File: config.mk
export PLATFORM = sky130hd
export DESIGN_NAME = khe_ram
export DESIGN_NICKNAME = d
export VERILOG_FILES = /design/src/rtl/kinetic_min_heap_engine_macros.svh /design/src/rtl/khe_ram.sv
export SDC_FILE = /design/constraint.sdc
export NUM_CORES = 1
export LEC_CHECK = 0
export BUFFER_PORTS_ARGS = -buffer_cell sky130_fd_sc_hd__buf_2
export CORE_AREA = 2 2 100 102
export DETAILED_ROUTE_END_ITERATION = 10
export DIE_AREA = 0 0 102 104
export PLACE_DENSITY = 0.78
export SLEW_MARGIN = 20
export SYNTH_ARGS = -nofsm -noshare
export SYNTH_HDL_FRONTEND = slang
export SYNTH_SLANG_ARGS = --single-unit
File: constraint.sdc
create_clock -name clk -period 3.9 [get_ports clk]
set_input_delay 0.195 -clock clk [delete_from_list [all_inputs] [get_ports clk]]
set_output_delay 0.195 -clock clk [all_outputs]
set_load 0.03 [all_outputs]
File: src/rtl/kinetic_min_heap_engine_macros.svh
// Assertion macros for the kinetic min-heap engine.
// Used by the engine top level; no other dependencies.
`ifndef KINETIC_MIN_HEAP_ENGINE_MACROS_SVH
`define KINETIC_MIN_HEAP_ENGINE_MACROS_SVH
`ifndef SYNTHESIS
`define KHE_ASSERT_IMP(lbl, ante, cons) \
  lbl: assert property (@(posedge clk) disable iff (rst) (ante) |-> (cons)) \
    else $error("khe assertion failed");
`define KHE_ASSERT_NXT(lbl, ante, cons) \
  lbl: assert property (@(posedge clk) disable iff (rst) (ante) |=> (cons)) \
    else $error("khe assertion failed");
`else
`define KHE_ASSERT_IMP(lbl, ante, cons)
`define KHE_ASSERT_NXT(lbl, ante, cons)
`endif
`endif

File: src/rtl/khe_ram.sv
// Generic simple dual-port RAM with registered read.
// No dependencies.
module khe_ram #(
  parameter int WIDTH = 8,
  parameter int DEPTH = 16
) (
  input  logic                     clk,
  input  logic                     we,
  input  logic [$clog2(DEPTH)-1:0] waddr,
  input  logic [WIDTH-1:0]         wdata,
  input  logic [$clog2(DEPTH)-1:0] raddr,
  output logic [WIDTH-1:0]         rdata
);

  logic [WIDTH-1:0] mem [DEPTH];

  always_ff @(posedge clk) begin
    if (we) begin
      mem[waddr] <= wdata;
    end
    rdata <= mem[raddr];
  end

endmodule

-- Word level (Yosys, flattened, before mapping)
Memories as Yosys holds them, arrays and structs flattened. A register that Yosys moved wholly into a read port is not among the register bits.
Cells that the tools add are included.
- memory bits (writable): 128
- output and inout bits: 8
- input port bits: 18
- flip-flop bits (word level): 0
- memories: 1
- muxes and demuxes: 2
- memories (memory ; depth ; bits a word ; rd ports ; clocked after memory_dff ; wr ports ; RTL line ; text):
    mem ; 16 ; 8 ; 1 ; 1 ; 1 ; khe_ram.sv:15 ; logic [WIDTH-1:0] mem [DEPTH];
- operator list (kind ; count):
    1-bit two-way mux ; 2

-- Longest topological paths before layout
- word-level depth: 2
- depth in mapped cells: 5
- depth with buffers taken out: 3

-- Worst setup path before layout
OpenSTA, ideal clock, no wires.
- path type: input to register
- start point: input port waddr[2]
- end point: memory mem[0][0] (enable)
- slack: 2212 ps
- stages: 2
- data arrival time: 1305 ps
- path buffers: 0
- cell sequence: or3b_2 -> nor3_1
- RTL lines (what ; RTL line ; text):
    from (decl) ; khe_ram.sv:9 ; input logic [$clog2(DEPTH)-1:0] waddr,
    to (decl) ; khe_ram.sv:15 ;
Straight into the memory's write port.

==> summary.txt <==
Run status
  • Status: completed

Final layout
  • Fill count: 680
  • Area growth, synth to finish: 15.9%
  • Fin util: 0.625
  • Antenna cell count: 0
  • Post-route cell area: 5970 sq um
  • Share of cells above drive strength 1: 0.280
  • # nets final: 284

Floorplan
  • Die footprint: 10600 sq um
  • Initial cell density of the core: 0.539
  • # rows: 36
  • Die Y: 104 microns
  • Core footprint: 9550 sq um
  • Die width: 102 microns
  • # IOs: 26

Power and ir drop
  • VDD IR-drop max: 0.372 mV
  • Pwr Total: 3.36 mW
  • Total power per unit cell area: 564 nW/um^2
  • P_leak: 1.99 nW

Global route
  • Met2 usage: 0.291
  • Largest net degree at the start of global routing: 33
  • Grt ovf: 0
  • Global route hottest layer: met2
  • Overall routing resource usage: 0.198
  • Met3 GRT Util: 0.0470
  • Antenna violations before repair: 0
  • First-pass GRT wire length: 14500 microns
  • Vias in the first global route: 2530
  • Grt met1 use: 0.291

Yosys
  • Post-synthesis sequential area ratio: 0.778
  • Post-synth top area cell: edfxtp_1
  • Distinct cells, synth: 19
  • Post-Synthesis Cells: 229
  • Mapped Nets: 247
  • Avg Cell Area, Syn: 22.5 sq um
  • Most common cell in the netlist: edfxtp_1
  • Seq cells post-synth: 136
  • Post-synth top area share: 0.747
  • Synth Flop Type: edfxtp_1
  • Number of synthesized flops with an enable pin: 128
  • Synthesis Warnings: 0
  • Top post-synthesis cells by count: edfxtp_1, mux4_2, a22oi_1
  • Synth top area cells: edfxtp_1, mux4_2, mux4_1, dfxtp_1, a22oi_1
  • Mapped cell area: 5150 sq um
  • Async set-reset flop share out of synthesis: 0

STA
  • Fin. max-slew vios: 0
  • Post-route clock skew: 0.00776 ns
  • Tcrit/Tclk final: 0.431
  • TNS Setup: 0 ns
  • Post-layout min period: 1.68 ns
  • Setup Viol. Count Final: 0
  • Worst Tran Pin Value: 1.07 ns
  • Final Hold Violating Endpoints: 0
  • RSZ-0062 raised after global routing: false
  • Slew margin rel.: 0.289
  • Fmax: 0.595 GHz

Clocking
  • Root buffer cell: clkbuf_8
  • CTS tree: yes
  • CTS clk-pin slew, worst paths: 0.06 ns
  • Clock buffer count from CTS: 17
  • H-tree depth: 4
  • Post-CTS Resized: 0
  • Clk_lat worst skew: 0.52 ns
  • # Post-CTS Setup Buffers: 0
  • Post-CTS Hold Fix Bufs: 0
  • CTS Buffer Depth: 2
  • Clock sinks: 136

Setup path
  • Critical-path maximum fanout: 32
  • Startpoint Class: input pin
  • Crit end category: flop
  • CP Data Required Time: 4.29 ns
  • Critical Setup Path Class: in -> reg
  • CP Data Arrival Time: 2.07 ns

Routing
  • Routed len/inst: 23.1 microns
  • Initial drt markers: 262
  • Drt pass-1 iters: 4
  • DRC Markers: 0
  • DR vias/cell: 5.87
  • Routed WL: 9530 microns
  • Post-DRT Antenna Nets: 0
  • Total vias in the final route: 2418

Flow run
  • MaxCap Viol Count: 0

Place
  • I/O Buffers: 25
  • Area after DPL: 5380 sq um
  • DPL Wire Length: 5990 microns
  • Routability Congestion: 0.770

Hold path
  • Class of the worst hold path: in -> reg
==> stage by stage <==
step / hold WS (ns) / std cells / setup WS, ns
2_1_floorplan: 0.294 / 229 / 2.21
3_5_place_dp: 0.594 / 380 / 1.63
3_3_place_gp: 0.582 / 380 / 1.66
5_1_grt: 0.0550 / 412 / 2.09
6_report: 0.0578 / 412 / 2.22
4_1_cts: 0.0443 / 412 / 2.21
==> routing by layer <==
layer | vias up | share of wire
met3 | 13 | 0.054
met4 | 0 | 0.016
met2 | 88 | 0.48
met5 | - | 0
met1 | 1270 | 0.45
li1 | 1047 | -
==> cell type report <==
cell class,count,area [sq um],share of cell area
Tap cell,133,166,0.0279
Sequential cell,136,4000,0.671
Clock inverter,12,150,0.0252
Clock buffer,20,435,0.0730
Timing Repair Buffer,28,148,0.0247
Multi-Input combinational cell,83,1060,0.178
==> sequential cells by signal (all words and copies together) (netlist names) <==
signal / count
mem: 128
rdata: 8
==> cells in the final DEF (no fill, tap or decap), types with 3 or more instances in the layout <==
cell type / n
clkbuf_16: 16
nor3_1: 3
mux4_2: 18
buf_2: 25
buf_4: 3
nand2_1: 9
nor2_1: 13
mux4_1: 14
edfxtp_1: 128
a22oi_1: 16
clkinvlp_4: 3
bufinv_16: 3
dfxtp_1: 8
clkinv_2: 4
==> worst max-delay path, cell delays in order <==
cell	delay (ns)
buf_2	0.77
mux4_1	0.66
a22oi_1	0.32
nand2_1	0.08
==> power breakdown <==
part           total, mW  internal [mW]  switching [mW]
registers           1.65           1.63          0.0116
logic              0.160         0.0589           0.101
clock network       1.56          0.988           0.571
total               3.36           2.68           0.683
==> cells by family (layout without fill, tap and decap cells) <==
kind of cell,after synthesis,after routing,share of synthesized area
compound gates,16,16,0.0233
buf+inv,10,60,0.0168
flops,136,136,0.778
mux,32,32,0.150
simple gates,35,35,0.0318
==> worst paths after layout <==
path / startpoint / end / slack (ns) / cells past startpoint
max: raddr[0] / rdata[1] / 2.22 / 4
min: wdata[2] / mem[7][2] / 0.06 / 1
max reg2reg: mem[9][1] / rdata[1] / 2.51 / 3
min reg2reg: mem[4][3] / rdata[3] / 0.67 / 3
Power figures use the tool's default switching activity.
